==> src/tsa_pkg.sv <==
`default_nettype none
package tsa_pkg;

   localparam int DIV_NUM_W   = 88;
   localparam int DIV_DEN_W   = 35;
   localparam int DIV_CNT_W   = 7;
   localparam int SQRT_RAD_W  = 66;
   localparam int SQRT_ROOT_W = 35;
   localparam int SQRT_CNT_W  = 6;

   localparam logic [1:0] OP_ADD   = 2'd0;
   localparam logic [1:0] OP_READ  = 2'd1;
   localparam logic [1:0] OP_CLEAR = 2'd2;

   localparam logic [1:0] STAT_OK  = 2'd0;
   localparam logic [1:0] STAT_REJ = 2'd1;
   localparam logic [1:0] STAT_SAT = 2'd2;

   localparam logic [1:0] TERM_XX = 2'd0;
   localparam logic [1:0] TERM_YY = 2'd1;
   localparam logic [1:0] TERM_XY = 2'd2;

   localparam logic [2:0] CSR_ADDR_E = 3'd0;

   typedef enum logic [3:0] {
      ST_CLEAR,
      ST_IDLE,
      ST_SQR,
      ST_SQRT,
      ST_DIV_CX,
      ST_DIV_CY,
      ST_MUL_EA,
      ST_DIV_K,
      ST_TERM,
      ST_ACC,
      ST_READ,
      ST_DONE
   } state_type;

   // 64-bit add that clamps at the signed limits
   function automatic logic [64:0] sat_add(input logic [63:0] a, input logic [63:0] b);
      logic [64:0] s;
      logic [64:0] r;
      s = {a[63], a} + {b[63], b};
      r = {1'b0, s[63:0]};
      if (s[64] != s[63]) begin
         r = s[64] ? {1'b1, 64'h8000_0000_0000_0000} : {1'b1, 64'h7FFF_FFFF_FFFF_FFFF};
      end
      return r;
   endfunction

endpackage
`default_nettype wire

==> src/tsa_div.sv <==
`default_nettype none
module tsa_div (
   input  wire logic                           clock,
   input  wire logic                           reset,
   input  wire logic                           start,
   input  wire logic [tsa_pkg::DIV_NUM_W-1:0] num,
   input  wire logic [tsa_pkg::DIV_DEN_W-1:0] den,
   output logic                                busy,
   output logic                                done,
   output logic [tsa_pkg::DIV_NUM_W-1:0]      quot
);

   localparam int NW = tsa_pkg::DIV_NUM_W;
   localparam int DW = tsa_pkg::DIV_DEN_W;

   logic [NW-1:0] num_ff, num_in;
   logic [DW-1:0] den_ff;
   logic [DW:0]   rem_ff, rem_in;
   logic [NW-1:0] quot_ff, quot_in;
   logic [tsa_pkg::DIV_CNT_W-1:0] cnt_ff;
   logic          busy_ff, done_ff;
   logic [DW:0]   rem_sh;
   logic          ge;

   // one quotient bit per cycle, restoring
   always_comb begin
      rem_sh  = {rem_ff[DW-1:0], num_ff[NW-1]};
      ge      = rem_sh >= {1'b0, den_ff};
      rem_in  = ge ? rem_sh - {1'b0, den_ff} : rem_sh;
      quot_in = {quot_ff[NW-2:0], ge};
      num_in  = {num_ff[NW-2:0], 1'b0};
   end

   always_ff @(posedge clock) begin
      if (reset) begin
         busy_ff <= 1'b0;
         done_ff <= 1'b0;
         cnt_ff  <= '0;
      end else begin
         done_ff <= 1'b0;
         if (start) begin
            busy_ff <= 1'b1;
            cnt_ff  <= '0;
         end else if (busy_ff) begin
            cnt_ff <= cnt_ff + 1'b1;
            if (cnt_ff == tsa_pkg::DIV_CNT_W'(NW - 1)) begin
               busy_ff <= 1'b0;
               done_ff <= 1'b1;
            end
         end
      end
   end

   always_ff @(posedge clock) begin
      if (start) begin
         num_ff  <= num;
         den_ff  <= den;
         rem_ff  <= '0;
         quot_ff <= '0;
      end else if (busy_ff) begin
         num_ff  <= num_in;
         rem_ff  <= rem_in;
         quot_ff <= quot_in;
      end
   end

   assign busy = busy_ff;
   assign done = done_ff;
   assign quot = quot_ff;

endmodule
`default_nettype wire

==> config.mk <==
export PLATFORM = sky130hd
export DESIGN_NAME = tsa_div
export DESIGN_NICKNAME = d
export VERILOG_FILES = /design/src/tsa_pkg.sv /design/src/tsa_div.sv
export SDC_FILE = /design/constraint.sdc
export NUM_CORES = 1
export LEC_CHECK = 0
export BUFFER_PORTS_ARGS = -buffer_cell sky130_fd_sc_hd__buf_2
export CORE_MARGIN = 1.5
export CORE_UTILIZATION = 40
export DETAILED_ROUTE_END_ITERATION = 10
export PLACE_DENSITY = 0.61
export RECOVER_POWER = 100
export SKIP_CTS_REPAIR_TIMING = 1
export SLEW_MARGIN = 15
export SYNTH_ARGS = -nofsm -noshare
export SYNTH_HDL_FRONTEND = slang
export SYNTH_SLANG_ARGS = --single-unit
==> constraint.sdc <==
create_clock -name clock -period 3.22 [get_ports clock]
set_input_delay 0.161 -clock clock [delete_from_list [all_inputs] [get_ports clock]]
set_output_delay 0.161 -clock clock [all_outputs]
set_load 0.005 [all_outputs]
==> impl_results.md <==
* Leakage power at 6.37 nW
* Switching Share at 0.245
* Drt wl/cell at 15.8 microns
* Hold depth at 2
* Routed vias at 9218
* Crit path kind: flip-flop to flip-flop
* Fill cells at 2653
* Net switching power at 2.06 mW
* Bufs on Longest Clock Path at 3
* Worst Path Required at 3.64 ns
* Final Routed Wirelength at 28700 microns
* IO Port Bufs at 215
* Initial core utilization at 0.406
* Synth top area share at 0.306
* Number of synthesized flops with an enable pin at 123
* Post-synthesis area per instance at 11.2 sq um
* Slew margin rel. at -0.446
* Top delay family on crit path: simple AND/OR/NAND/NOR gates
* Max Cap Viol at 2
* DRC viols at 0
* Synth cell types at 75
* First-pass GRT wire length at 43100 microns
* HP Class: input port to flip-flop
* Post-layout total power at 8.42 mW
* Die Y at 177 microns
* Final setup viols at 0
* Number of buffers and inverters on the critical path at 2
* Largest net degree at the start of global routing at 172
* Failing checks: capacitance limit, slew limit
* Routed vias/inst at 5.10
* Die width at 177 microns
* DR pass1 iterations at 5
* Max VDD drop at 0.348 mV
* Power Density at 541 nW/um^2
* Count of final hold-check violations at 0
* All-Layer GR Usage at 0.169
* Critical path arrival at 3.38 ns
* Critical path depth at 10
* Area of the die at 31200 sq um
* Mapped cell area at 12100 sq um
* ANT cells at 0
* CP max FO at 27
* Synth area leaders: edfxtp_1 (31%), dfxtp_1 (22%), mux2i_1 (8.4%)
* Slew Limit Fails at 247
* RSZ-0062 raised after global routing: false
* Hpwl dp at 18400 microns
* CP Capture Type: flip-flop
* Worst-Skew Late Latency at 0.53 ns
* Root Driver: clkbuf_16
* Crit path launch type: flip-flop
* Gpl congestion at 0.896
* Synthesized flop and latch total at 255
* Antenna viol nets, final at 0
* Int Pwr at 6.36 mW
* Clock Skews at 0.0170 ns
* Outcome: finished with violations
* CTS Buf Count at 29
* Grt total ovfl at 0
* Ys async rst share at 0
* Final cycle utilization of the critical path at 0.920
* Post-synth top area cell: edfxtp_1
* Worst-margin pin slew at 2.17 ns
* Top FF cell, synth: dfxtp_1
* Area Overhead vs Synth at 29.0%
* Share of layout cells above drive strength 1 at 0.214
* Gate power share at 0.144
* Placeable Area at 29700 sq um
* DRT iter0 DRCs at 563
* Tmin final at 2.96 ns
* H-tree depth at 1
* Vias in the first global route at 8437
* Fmax at 338 MHz
* Slowest cell on crit path: nor3_1
* # IOs at 216
* Synth Warn # at 0
* Post-Syn Instances at 1082
* Syn Nets at 1245
* CTS tree: built
* Nets at 1560
* Initial antenna violation count at 0
* Post-synthesis sequential area ratio at 0.525
* CP peak stage delay at 0.51 ns
* Setup_tns at 0 ns
* Crit-path cells: inv_1, ha_1, nand3_1, nor3_1, a311oi_1, a31oi_4, nor3b_1, buf_4, o311a_1, nor3_1
* Most frequent CP cell: nor3_1
* Row count at 63
* CTS clk-pin slew, worst paths at 0.06 ns
* Flop pwr share at 0.440
* Clk pwr share at 0.415
* Reg2Reg Depth at 10
* Num Clock Sinks at 255
## flip-flops by register name, summed over array words and instances, names as in the netlist
signal,count
quot,88
num_ff,88
cnt_ff,7
rem_ff,35
done,1
busy,1
den_ff,35
## cells by family (layout without fill, tap and decap cells)
| logic type | Yosys count | in the layout | synth area share |
|---|---|---|---|
| and+or+nand+nor | 286 | 286 | 0.109 |
| adders and majority gates | 37 | 37 | 0.0390 |
| buffers and inverters | 110 | 447 | 0.0387 |
| xor gates and xnor gates | 26 | 26 | 0.0189 |
| DFF | 255 | 255 | 0.525 |
| muxes | 188 | 188 | 0.165 |
| AOI/OAI and AO/OA | 180 | 180 | 0.105 |
## worst paths after layout
path / from / to / slack [ns]
min reg2reg: rem_ff[24] / rem_ff[24] / 0.50
max reg2reg: den_ff[23] / rem_ff[19] / 0.26
min: den[10] / den_ff[10] / 0.33
max: den_ff[23] / rem_ff[19] / 0.26
## metal layers
layer | part of all wire | wire, microns | GRT usage | vias up
li1 | - | - | - | 4560
met3 | 0.057 | 1630 | 0.0546 | 47
met2 | 0.47 | 13500 | 0.268 | 251
met5 | 0 | 0 | 0 | -
met1 | 0.45 | 12900 | 0.221 | 4360
met4 | 0.021 | 599 | 0.0456 | 0
## Yosys cell counts, types with 4 or more instances
cell       count
or3_1          4
o21a_1         6
inv_1         48
nor4_1         4
nand2b_1       6
a21o_1        11
dfxtp_1      132
o211ai_1       4
a211oi_1      25
o21bai_1       6
a31oi_1       10
buf_1         18
nor3_1        16
buf_2         11
clkbuf_1      25
xor2_1        14
a32oi_1        6
mux2i_1      101
and2_1         6
nand2_1       39
nor2b_1        5
edfxtp_1     123
a21oi_1       43
o21ai_1       10
o21ai_0       18
o2111ai_1      5
buf_4          5
xnor2_1       12
nand3_1       17
ha_1          36
a21oi_2        4
mux2_2        87
nor2_1       161
nand4_1        4
## metrics by stage
step	instances	cell area, sq um	setup WS (ns)	utilization	hold slack [ns]
final	1809	15600	0.258	0.524	0.333
after global routing	1809	15600	0.0390	0.524	0.311
after global placement	1632	13400	0.408	0.452	0.338
after CTS	1685	14500	0.321	0.487	-0.235
after detailed placement	1632	13400	0.351	0.452	0.339
after floorplan	1082	12100	0.356	-	0.233
## cell usage in the layout (no fill, tap or decap), types with 4 or more instances in the layout
cell           count
nand4_1            4
xnor2_1           12
dfxtp_1          132
inv_1             47
xor2_1            14
nor3_1            17
clkbuf_1          68
edfxtp_1         123
dlygate4sd3_1    124
nand3_1           17
mux2i_1          101
nand2_1           39
and2_1             6
and3_1             4
ha_1              36
a211oi_1          26
a21oi_2            4
a31oi_1           10
buf_2            148
o211ai_1           4
a21oi_1           43
or3_1              4
nor2b_1            5
o21ai_1            6
a32oi_1            6
a21o_1            11
nor3b_1            4
clkbuf_16         34
mux2_2            85
o21bai_1           6
o2111ai_1          5
nor2_1           161
o21ai_0           22
nand2b_1           7
o21a_1             6
nor4_1             4
clkinv_2           6
## power by group through the flow
stage	logic [mW]	clock network (mW)	registers, mW
global placement	1.09	0	3.77
finish	1.22	3.50	3.71
global route	1.34	3.73	3.73
CTS	1.10	3.60	3.71
floorplan	0.850	0	3.75
detailed placement	1.10	0	3.77
## worst register-to-register path, cell delays in order, from the launching register on
cell and delay (ns):
edfxtp_1 0.33, inv_1 0.04, ha_1 0.44, nand3_1 0.18, nor3_1 0.51, a311oi_1 0.24
a31oi_4 0.20, nor3b_1 0.09, buf_4 0.25, o311a_1 0.41, nor3_1 0.18
## layout make-up
| cell class | instances | area, sq um | area share |
|---|---|---|---|
| Inverter | 48 | 181 | 0.0116 |
| Clock inverter | 15 | 161 | 0.0104 |
| Sequential cell | 255 | 6340 | 0.407 |
| Multi-Input combinational cell | 717 | 5240 | 0.336 |
| Tap cell | 390 | 488 | 0.0313 |
| Clock buffer | 38 | 876 | 0.0562 |
| Timing Repair Buffer | 346 | 2290 | 0.147 |
Power figures use the tool's default switching activity.
