**src/tsa_pkg.sv**
```systemverilog
`default_nettype none
package tsa_pkg;

   localparam int DIV_NUM_W   = 88;
   localparam int DIV_DEN_W   = 35;
   localparam int DIV_CNT_W   = 7;
   localparam int SQRT_RAD_W  = 66;
   localparam int SQRT_ROOT_W = 35;
   localparam int SQRT_CNT_W  = 6;

   localparam logic [1:0] OP_ADD   = 2'd0;
   localparam logic [1:0] OP_READ  = 2'd1;
   localparam logic [1:0] OP_CLEAR = 2'd2;

   localparam logic [1:0] STAT_OK  = 2'd0;
   localparam logic [1:0] STAT_REJ = 2'd1;
   localparam logic [1:0] STAT_SAT = 2'd2;

   localparam logic [1:0] TERM_XX = 2'd0;
   localparam logic [1:0] TERM_YY = 2'd1;
   localparam logic [1:0] TERM_XY = 2'd2;

   localparam logic [2:0] CSR_ADDR_E = 3'd0;

   typedef enum logic [3:0] {
      ST_CLEAR,
      ST_IDLE,
      ST_SQR,
      ST_SQRT,
      ST_DIV_CX,
      ST_DIV_CY,
      ST_MUL_EA,
      ST_DIV_K,
      ST_TERM,
      ST_ACC,
      ST_READ,
      ST_DONE
   } state_type;

   // 64-bit add that clamps at the signed limits
   function automatic logic [64:0] sat_add(input logic [63:0] a, input logic [63:0] b);
      logic [64:0] s;
      logic [64:0] r;
      s = {a[63], a} + {b[63], b};
      r = {1'b0, s[63:0]};
      if (s[64] != s[63]) begin
         r = s[64] ? {1'b1, 64'h8000_0000_0000_0000} : {1'b1, 64'h7FFF_FFFF_FFFF_FFFF};
      end
      return r;
   endfunction

endpackage
`default_nettype wire

```
**src/tsa_sqrt.sv**
```systemverilog
`default_nettype none
module tsa_sqrt (
   input  wire logic                             clock,
   input  wire logic                             reset,
   input  wire logic                             start,
   input  wire logic [tsa_pkg::SQRT_RAD_W-1:0]  rad,
   output logic                                  done,
   output logic [tsa_pkg::SQRT_ROOT_W-1:0]      root
);

   localparam int RW = tsa_pkg::SQRT_ROOT_W;
   localparam int PW = 2 * RW;

   logic [PW-1:0]   rad_ff;
   logic [RW:0]     rem_ff;
   logic [RW-1:0]   root_ff;
   logic [tsa_pkg::SQRT_CNT_W-1:0] cnt_ff;
   logic            busy_ff, done_ff;
   logic [RW+2:0]   rem_sh, trial, rem_in;
   logic            ge;

   // two radicand bits in, one root bit out per cycle
   always_comb begin
      rem_sh = {rem_ff, rad_ff[PW-1:PW-2]};
      trial  = {1'b0, root_ff, 2'b01};
      ge     = rem_sh >= trial;
      rem_in = ge ? rem_sh - trial : rem_sh;
   end

   always_ff @(posedge clock) begin
      if (reset) begin
         busy_ff <= 1'b0;
         done_ff <= 1'b0;
         cnt_ff  <= '0;
      end else begin
         done_ff <= 1'b0;
         if (start) begin
            busy_ff <= 1'b1;
            cnt_ff  <= '0;
         end else if (busy_ff) begin
            cnt_ff <= cnt_ff + 1'b1;
            if (cnt_ff == tsa_pkg::SQRT_CNT_W'(RW - 1)) begin
               busy_ff <= 1'b0;
               done_ff <= 1'b1;
            end
         end
      end
   end

   always_ff @(posedge clock) begin
      if (start) begin
         rad_ff  <= PW'(rad);
         rem_ff  <= '0;
         root_ff <= '0;
      end else if (busy_ff) begin
         rad_ff  <= {rad_ff[PW-3:0], 2'b00};
         rem_ff  <= rem_in[RW:0];
         root_ff <= {root_ff[RW-2:0], ge};
      end
   end

   assign done = done_ff;
   assign root = root_ff;

endmodule
`default_nettype wire

```
**config.mk**
```make
export PLATFORM = sky130hd
export DESIGN_NAME = tsa_sqrt
export DESIGN_NICKNAME = d
export VERILOG_FILES = /design/src/tsa_pkg.sv /design/src/tsa_sqrt.sv
export SDC_FILE = /design/constraint.sdc
export NUM_CORES = 1
export LEC_CHECK = 0
export ABC_AREA = 1
export BUFFER_PORTS_ARGS = -buffer_cell sky130_fd_sc_hd__buf_2
export CAP_MARGIN = 30
export CELL_PAD_IN_SITES_DETAIL_PLACEMENT = 0
export CELL_PAD_IN_SITES_GLOBAL_PLACEMENT = 2
export CORE_MARGIN = 8
export CORE_UTILIZATION = 35
export DETAILED_ROUTE_END_ITERATION = 6
export PLACE_DENSITY = 0.85
export REMOVE_ABC_BUFFERS = 1
export SLEW_MARGIN = 20
export SYNTH_ARGS = -nofsm -noshare
export SYNTH_HDL_FRONTEND = slang
export SYNTH_SLANG_ARGS = --single-unit
```
**constraint.sdc**
```tcl
create_clock -name clock -period 8.15 [get_ports clock]
set_clock_uncertainty 0.1 [all_clocks]
set_input_delay 1.2225 -clock clock [delete_from_list [all_inputs] [get_ports clock]]
set_output_delay 1.2225 -clock clock [all_outputs]
set_load 0.02 [all_outputs]
```
==> flow_metrics.env, run 1 <==
export IMPL_status="completed"
export IMPL_path_max_fanout=45
export IMPL_synth_edff_count=66
export IMPL_yosysWarningCount=0
export IMPL_io_pins=105
export IMPL_clock_sinks=149
export IMPL_finalSetupViolations=0
export IMPL_antenna_cells=0
export IMPL_hp_class="reg -> reg"
export IMPL_slew_headroom_pct=36.04
export IMPL_p_total_w=0.003306
export IMPL_rsz0062_at_grt="false"
export IMPL_synthCells=1333
export IMPL_worst_setup_path_end_kind="register"
export IMPL_core_area_um2=25690
export IMPL_routedWlPerCell_um=15.23
export IMPL_cts_resized=0
export IMPL_final_area_um2=10450
export IMPL_tightest_slew_ns=0.9571
export IMPL_synth_seq_cells=149
export IMPL_slew_violations=0
export IMPL_ant_nets=0
export IMPL_critPathKind="in -> reg"
export IMPL_grt_antenna_before_repair=0
export IMPL_synth_cell_types=37
export IMPL_min_period_ns=3.217
export IMPL_dr_pass1_iters=5
export IMPL_post_cts_setup_buffers=0
export IMPL_fin_crit_sh_pct=39.47
export IMPL_numCtsBuffers=17
export IMPL_grt_max_degree=82
export IMPL_io_buffer_count=104
export IMPL_drt_initial_drc_count=464
export IMPL_ys_seq_area_share_pct=40.27
export IMPL_place_area_um2=9842
export IMPL_startpoint_type="primary input"
export IMPL_syn_avg_cell_area_um2=6.787
export IMPL_async_flop_share_pct=0
export IMPL_grt_first_pass_wirelength_um=43530
export IMPL_dr_total_vias=8418
export IMPL_powerDensity_nw_per_um2=316.4
export IMPL_hold_viol_final=0
export IMPL_layout_nets=1524
export IMPL_row_count=59
export IMPL_dp_hpwl_um=19820
export IMPL_grt_pass1_vias=8287
export IMPL_die_area_um2=31250
export IMPL_viasPerCell=4.772
export IMPL_die_y_um=176.8
export IMPL_root_buffer="clkbuf_16"
export IMPL_yosys_most_used_dff="dfxtp_1"
export IMPL_drive_above_1_share_pct=11.76
export IMPL_netlist_area_um2=9047
export IMPL_rrSetupSlack_ns=5.05
export IMPL_leakage_nw=5.528
export IMPL_fmax_mhz=310.9
export IMPL_cap_violations=0
export IMPL_gp_congestion=0.8452
export IMPL_finalSetupTns_ns=0
export IMPL_cp_required_ns=8.16
export IMPL_htreeDepth=4
export IMPL_hold_buffers=0
export IMPL_peakVddDrop_v=0.0001225
export IMPL_wl_um=26870
export IMPL_cts_tree="done"
export IMPL_insertion_delay_ns=0.43
export IMPL_arrival_ns=3.23
export IMPL_drc=0
export IMPL_path_clk_slew_ns=0.07
export IMPL_initial_core_util_pct=35.22
export IMPL_fp_dieW_um=176.8
export IMPL_fin_util_pct=40.67
export IMPL_clockBufferDepth=2
export IMPL_grt_usage_pct=17.35
export IMPL_areaGrowthSynthToFinish_pct=15.49
export IMPL_gr_total_overflow=0
## synthesized netlist by cell type, types with 4 or more instances
master / n / area share (%)
clkbuf_1: 35 / 1.5
buf_2: 6 / 0.33
nor3_1: 7 / 0.39
nor2_2: 10 / 0.69
nand3_1: 87 / 4.8
nand3b_1: 5 / 0.41
nand2_2: 4 / 0.28
edfxtp_1: 66 / 22
ha_1: 39 / 5.4
o21ai_0: 11 / 0.61
xor2_1: 14 / 1.4
dfxtp_1: 83 / 18
a21oi_1: 27 / 1.5
inv_1: 193 / 8.0
o22ai_1: 36 / 2.5
buf_6: 4 / 0.50
nand2_1: 545 / 23
nand4_1: 44 / 3.0
nor2_1: 89 / 3.7
## per-layer routing
metal / up-vias / global-route usage (%) / part of all wire [%]
li1: 4395 / - / -
met1: 3839 / 23.70 / 51
met2: 163 / 26.88 / 43
met3: 21 / 4.267 / 5.1
met4: 0 / 4.658 / 1.3
met5: - / 0 / 0
## cell type report
cell class	count	area (um^2)
clock buffers	19	454.2
clock inverters	13	132.6
fillers	2820	15240
inverters	197	739.5
multi-input cells	939	4458
flip-flops and latches	149	3645
well taps	335	419.2
repair buffers	112	600.6
## critical path, stage by stage
cell and delay, ns:
buf_2 0.34, inv_2 0.35, nand2_4 0.44, buf_4 0.50, buf_12 0.31
## worst paths after layout
path / cells after the start / start / to
min reg2reg: 2 / rad_ff[65] / rad_ff[67]
min: 2 / rad_ff[65] / rad_ff[67]
max: 5 / start / rad_ff[28]
max reg2reg: 6 / busy_ff / rad_ff[28]
## report_power, final
part / leakage (nW) / internal (W) / switching, W
clock: 0.285 / 0.000424 / 0.000378
sequential: 1.35 / 0.000858 / 0.0000376
combinational: 3.89 / 0.000481 / 0.00113
total: 5.53 / 0.00176 / 0.00154
## logic make-up after synthesis
family                   synth area share (%)
adder cells (fa/ha/maj)                 5.393
AND/OR/NAND/NOR                         36.88
flip-flops                              40.27
AO/OA/AOI/OAI                           5.407
XOR/XNOR                                1.452
buffers and inverters                   10.59
## cells in the final DEF (no fill, tap or decap), types with 3 or more instances in the layout
cell type | netlist | routed
nand2_1 | 545 | 544
inv_1 | 193 | 192
buf_2 | 6 | 104
nor2_1 | 89 | 89
nand3_1 | 87 | 87
dfxtp_1 | 83 | 82
edfxtp_1 | 66 | 66
nand4_1 | 44 | 44
ha_1 | 39 | 39
o22ai_1 | 36 | 36
a21oi_1 | 27 | 27
clkbuf_16 | 0 | 18
xor2_1 | 14 | 14
o21ai_0 | 11 | 11
nor2_2 | 10 | 9
nor3_1 | 7 | 7
buf_4 | 0 | 6
nand3b_1 | 5 | 5
inv_2 | 3 | 4
nand2_2 | 4 | 4
nand2_4 | 2 | 3
o211ai_1 | 3 | 3
nor3b_1 | 3 | 3
o21bai_1 | 3 | 3
inv_6 | 0 | 3
clkinv_4 | 0 | 3
inv_8 | 0 | 3
## through the flow
step | worst slack, ns | instances | hold slack [ns]
2_1_floorplan | 2.488 | 1285 | 0.3215
3_3_place_gp | 4.402 | 1730 | 0.3387
3_5_place_dp | 4.355 | 1731 | 0.3378
4_1_cts | 4.819 | 1763 | 0.3614
5_1_grt | 4.824 | 1764 | 0.3931
6_report | 4.933 | 1764 | 0.3676
## sequential cells by signal, summed over array words and instances, names as in the netlist
signal   cells
rad_ff      70
rem_ff      36
root        35
cnt_ff       6
busy_ff      1
done         1
No activity file was read; power rests on OpenSTA's default activity.
==> run 2: changes to the inputs <==
ABC_AREA = 0   (was 1)
CORE_UTILIZATION = 34   (was 35)
PLACE_DENSITY = 0.77   (was 0.85)
clock period = 2.6 ns   (was 8.15 ns; I/O delays follow)
==> run 2 against run 1 <==
Compared with the run above:
- combinational power rose to 6.1 times the previous value
- non-clock buffer count is 226 higher
- via count shrank 13%
- worst hold slack worse by 0.24 ns
- first-iteration DRC count shrank 22%
- power increased to 4.6 times the previous value
- critical path type is now reg -> reg
- the run now ends with setup timing left
==> flow_metrics.env, run 2 <==
export IMPL_status="finished, violations left"
export IMPL_die_area_um2=30100
export IMPL_ys_seq_area_share_pct=43.20
export IMPL_grt_max_degree=91
export IMPL_power_share_clock_pct=16.9
export IMPL_place_inst=1427
export IMPL_grt_usage_pct=15.26
export IMPL_dp_hpwl_um=16470
export IMPL_tightest_slew_ns=0.6224
export IMPL_leakage_nw=5.375
export IMPL_final_cell_mix="213 x buf_4, 103 x buf_2, 85 x nor2_1, 66 x edfxtp_1, 64 x mux2_2"
export IMPL_core_area_um2=24320
export IMPL_async_flop_share_pct=0
export IMPL_place_area_um2=10710
export IMPL_wl_um=23660
export IMPL_synth_top_family_by_area="multiplexers"
export IMPL_initial_core_util_pct=34.68
export IMPL_synthMuxAreaShare_pct=16.17
export IMPL_synth_adder_area_share_pct=5.785
export IMPL_fmax_mhz=370.3
export IMPL_grt_pass1_vias=7656
export IMPL_p_sw_share_pct=39.12
export IMPL_synthXorXnorAreaFrac_pct=3.011
export IMPL_synthCells=845
export IMPL_io_buffer_count=104
export IMPL_grt_antenna_before_repair=2
export IMPL_min_path_cells=2
export IMPL_cap_violations=0
export IMPL_min_from="rad[1]"
export IMPL_switching_power_w=0.005980
export IMPL_r2r_start="root[0]"
export IMPL_synth_cell_types=68
export IMPL_drive_above_1_share_pct=51.02
export IMPL_powerDensity_nw_per_um2=1210
export IMPL_htreeDepth=4
export IMPL_cp_required_ns=2.84
export IMPL_netlist_area_um2=8434
export IMPL_pwr_share_comb_pct=63.9
export IMPL_dr_pass1_iters=4
export IMPL_r2r_cells=10
export IMPL_hold_end="rad_ff[1]"
export IMPL_fin_util_pct=51.93
export IMPL_path_max_fanout=3
export IMPL_startpoint_type="register"
export IMPL_io_pins=105
export IMPL_insertion_delay_ns=0.44
export IMPL_layout_cells_non_filler=1497
export IMPL_ant_nets=0
export IMPL_largest_reg_flops=70
export IMPL_synth_seq_cells=149
export IMPL_hp_class="in -> reg"
export IMPL_layout_nets=1267
export IMPL_synth_top_cells_by_count="90 x nor2_1, 83 x dfxtp_1, 66 x edfxtp_1, 66 x mux2_2, 62 x mux2i_1"
export IMPL_peakVddDrop_v=0.0006623
export IMPL_synth_simple_gate_area_share_pct=12.97
export IMPL_finalSetupViolations=4
export IMPL_clock_sinks=149
export IMPL_timing_rr_end="rem_ff[21]"
export IMPL_yosys_most_used_dff="dfxtp_1"
export IMPL_clockBufferDepth=2
export IMPL_fin_crit_sh_pct=103.9
export IMPL_routedWlPerCell_um=15.80
export IMPL_cts_tree="done"
export IMPL_row_count=57
export IMPL_drc=0
export IMPL_numCtsBuffers=17
export IMPL_final_common_cell="buf_4"
export IMPL_slew_headroom_pct=58.51
export IMPL_gr_total_overflow=0
export IMPL_areaGrowthSynthToFinish_pct=49.74
export IMPL_slew_violations=0
export IMPL_final_area_um2=12630
export IMPL_dp_slack_ns=-0.4198
export IMPL_critPathKind="reg -> reg"
export IMPL_internal_power_w=0.009306
export IMPL_hold_viol_final=0
export IMPL_p_seq_share_pct=19.2
export IMPL_top_register="rad_ff"
export IMPL_yosysWarningCount=0
export IMPL_yosysTopAreaCell="edfxtp_1"
export IMPL_dr_total_vias=7360
export IMPL_syn_avg_cell_area_um2=9.981
export IMPL_violations="setup timing"
export IMPL_gp_congestion=0.8555
export IMPL_finalSetupTns_ns=-0.1139
export IMPL_min_period_ns=2.700
export IMPL_synthDominantCellAreaShare_pct=23.50
export IMPL_yosysMostFrequentCell="nor2_1"
export IMPL_path_clk_slew_ns=0.08
export IMPL_root_buffer="clkbuf_16"
export IMPL_worst_slack_ns=-0.1003
export IMPL_worst_setup_path_end_kind="register"
export IMPL_fp_dieW_um=173.5
export IMPL_synth_compound_gate_area_share_pct=14.32
export IMPL_ys_top_cells_by_area="edfxtp_1 23%, dfxtp_1 20%, mux2_2 8.8%"
export IMPL_synth_edff_count=66
export IMPL_viasPerCell=4.916
export IMPL_drt_initial_drc_count=364
export IMPL_rrSetupSlack_ns=-0.10
export IMPL_grt_first_pass_wirelength_um=38040
export IMPL_arrival_ns=2.94
export IMPL_n_fill_cell=2258
export IMPL_rsz0062_at_grt="true"
export IMPL_die_y_um=173.5
run 2: cell types whose count changed in the layout (fill, tap and decap cells not counted), sizes merged, moves of 10 or more:
| cell | change |
|---|---|
| a211oi | +15 |
| inv | -147 |
| o21ai | +28 |
| xnor2 | +15 |
| nand2 | -491 |
| a31oi | +10 |
| a21o | +16 |
| mux2 | +66 |
| a21oi | +11 |
| nand4 | -39 |
| nand3 | -75 |
| o22ai | -32 |
| mux2i | +62 |
| buf | +225 |
run 2: area by class of cell:
cell class,count,area [um^2],area share (%)
inverter,47,176.4,1.397
clock inverter,15,188.9,1.496
sequential,149,3680,29.14
clock buffer,17,425.4,3.368
antenna,1,2.502,0.01981
tap,324,405.4,3.210
multi-input combinational,606,5335,42.24
timing repair buffer,338,2416,19.13
run 2: worst max-delay path, stage by stage (launching register included):
cell	delay [ns]
dfxtp_2	0.34
inv_2	0.04
ha_4	0.21
o211ai_1	0.18
o21ai_2	0.10
buf_4	0.15
o211ai_1	0.34
nand2_2	0.12
o311a_4	0.39
or3_1	0.34
a311oi_2	0.28
run 2: worst max-delay path by stage:
stage	cells past startpoint	slack, ns	end	from
2_1_floorplan	2	-2.50	rad_ff[0]	busy_ff
3_3_place_gp	10	-0.40	rem_ff[33]	root[2]
3_5_place_dp	10	-0.42	rem_ff[33]	root[2]
4_1_cts	12	-0.04	rem_ff[33]	root[5]
5_1_grt	10	-0.19	rem_ff[21]	root[9]
6_report	10	-0.10	rem_ff[21]	root[0]
run 2: layer usage:
metal,vias up,track usage (%),wire (um)
li1,3717,-,-
met1,3507,18.88,10830
met2,107,26.11,11580
met3,27,3.420,853
met4,2,4.456,385
met5,-,0,8
run 2: cell families (layout without fill, tap and decap cells):
logic type / count (synthesis) / count (layout)
and+or+nand+nor: 230 / 230
other: 0 / 1
AOI/OAI and AO/OA: 179 / 180
DFF: 149 / 149
xor gates and xnor gates: 29 / 29
buffers and inverters: 91 / 417
muxes: 128 / 128
adders and majority gates: 39 / 39
run 2: power by group through the flow:
stage	Clock (W)	Sequential, W	Combinational, W
floorplan	0	0.00300	0.00513
global placement	0	0.00292	0.00712
detailed placement	0	0.00292	0.00712
CTS	0.00266	0.00292	0.00855
global route	0.00273	0.00297	0.0105
finish	0.00258	0.00293	0.00977
run 2: metrics by stage:
stage	total power, W	hold WS [ns]
CTS	0.01412	0.1180
global route	0.01622	0.1306
detailed placement	0.01005	0.3688
floorplan	0.008134	0.3417
finish	0.01529	0.1319
global placement	0.01003	0.3593
run 2: timing repair:
action | 4_1_cts | 5_1_grt
resized for setup | 98 | 111
setup endpoints to repair | 36 | 37
cloned | 2 | 0
setup buffers | 19 | 17
pin swaps | 50 | 69
hold endpoints to repair | 1 | 0
hold buffers | 1 | 0
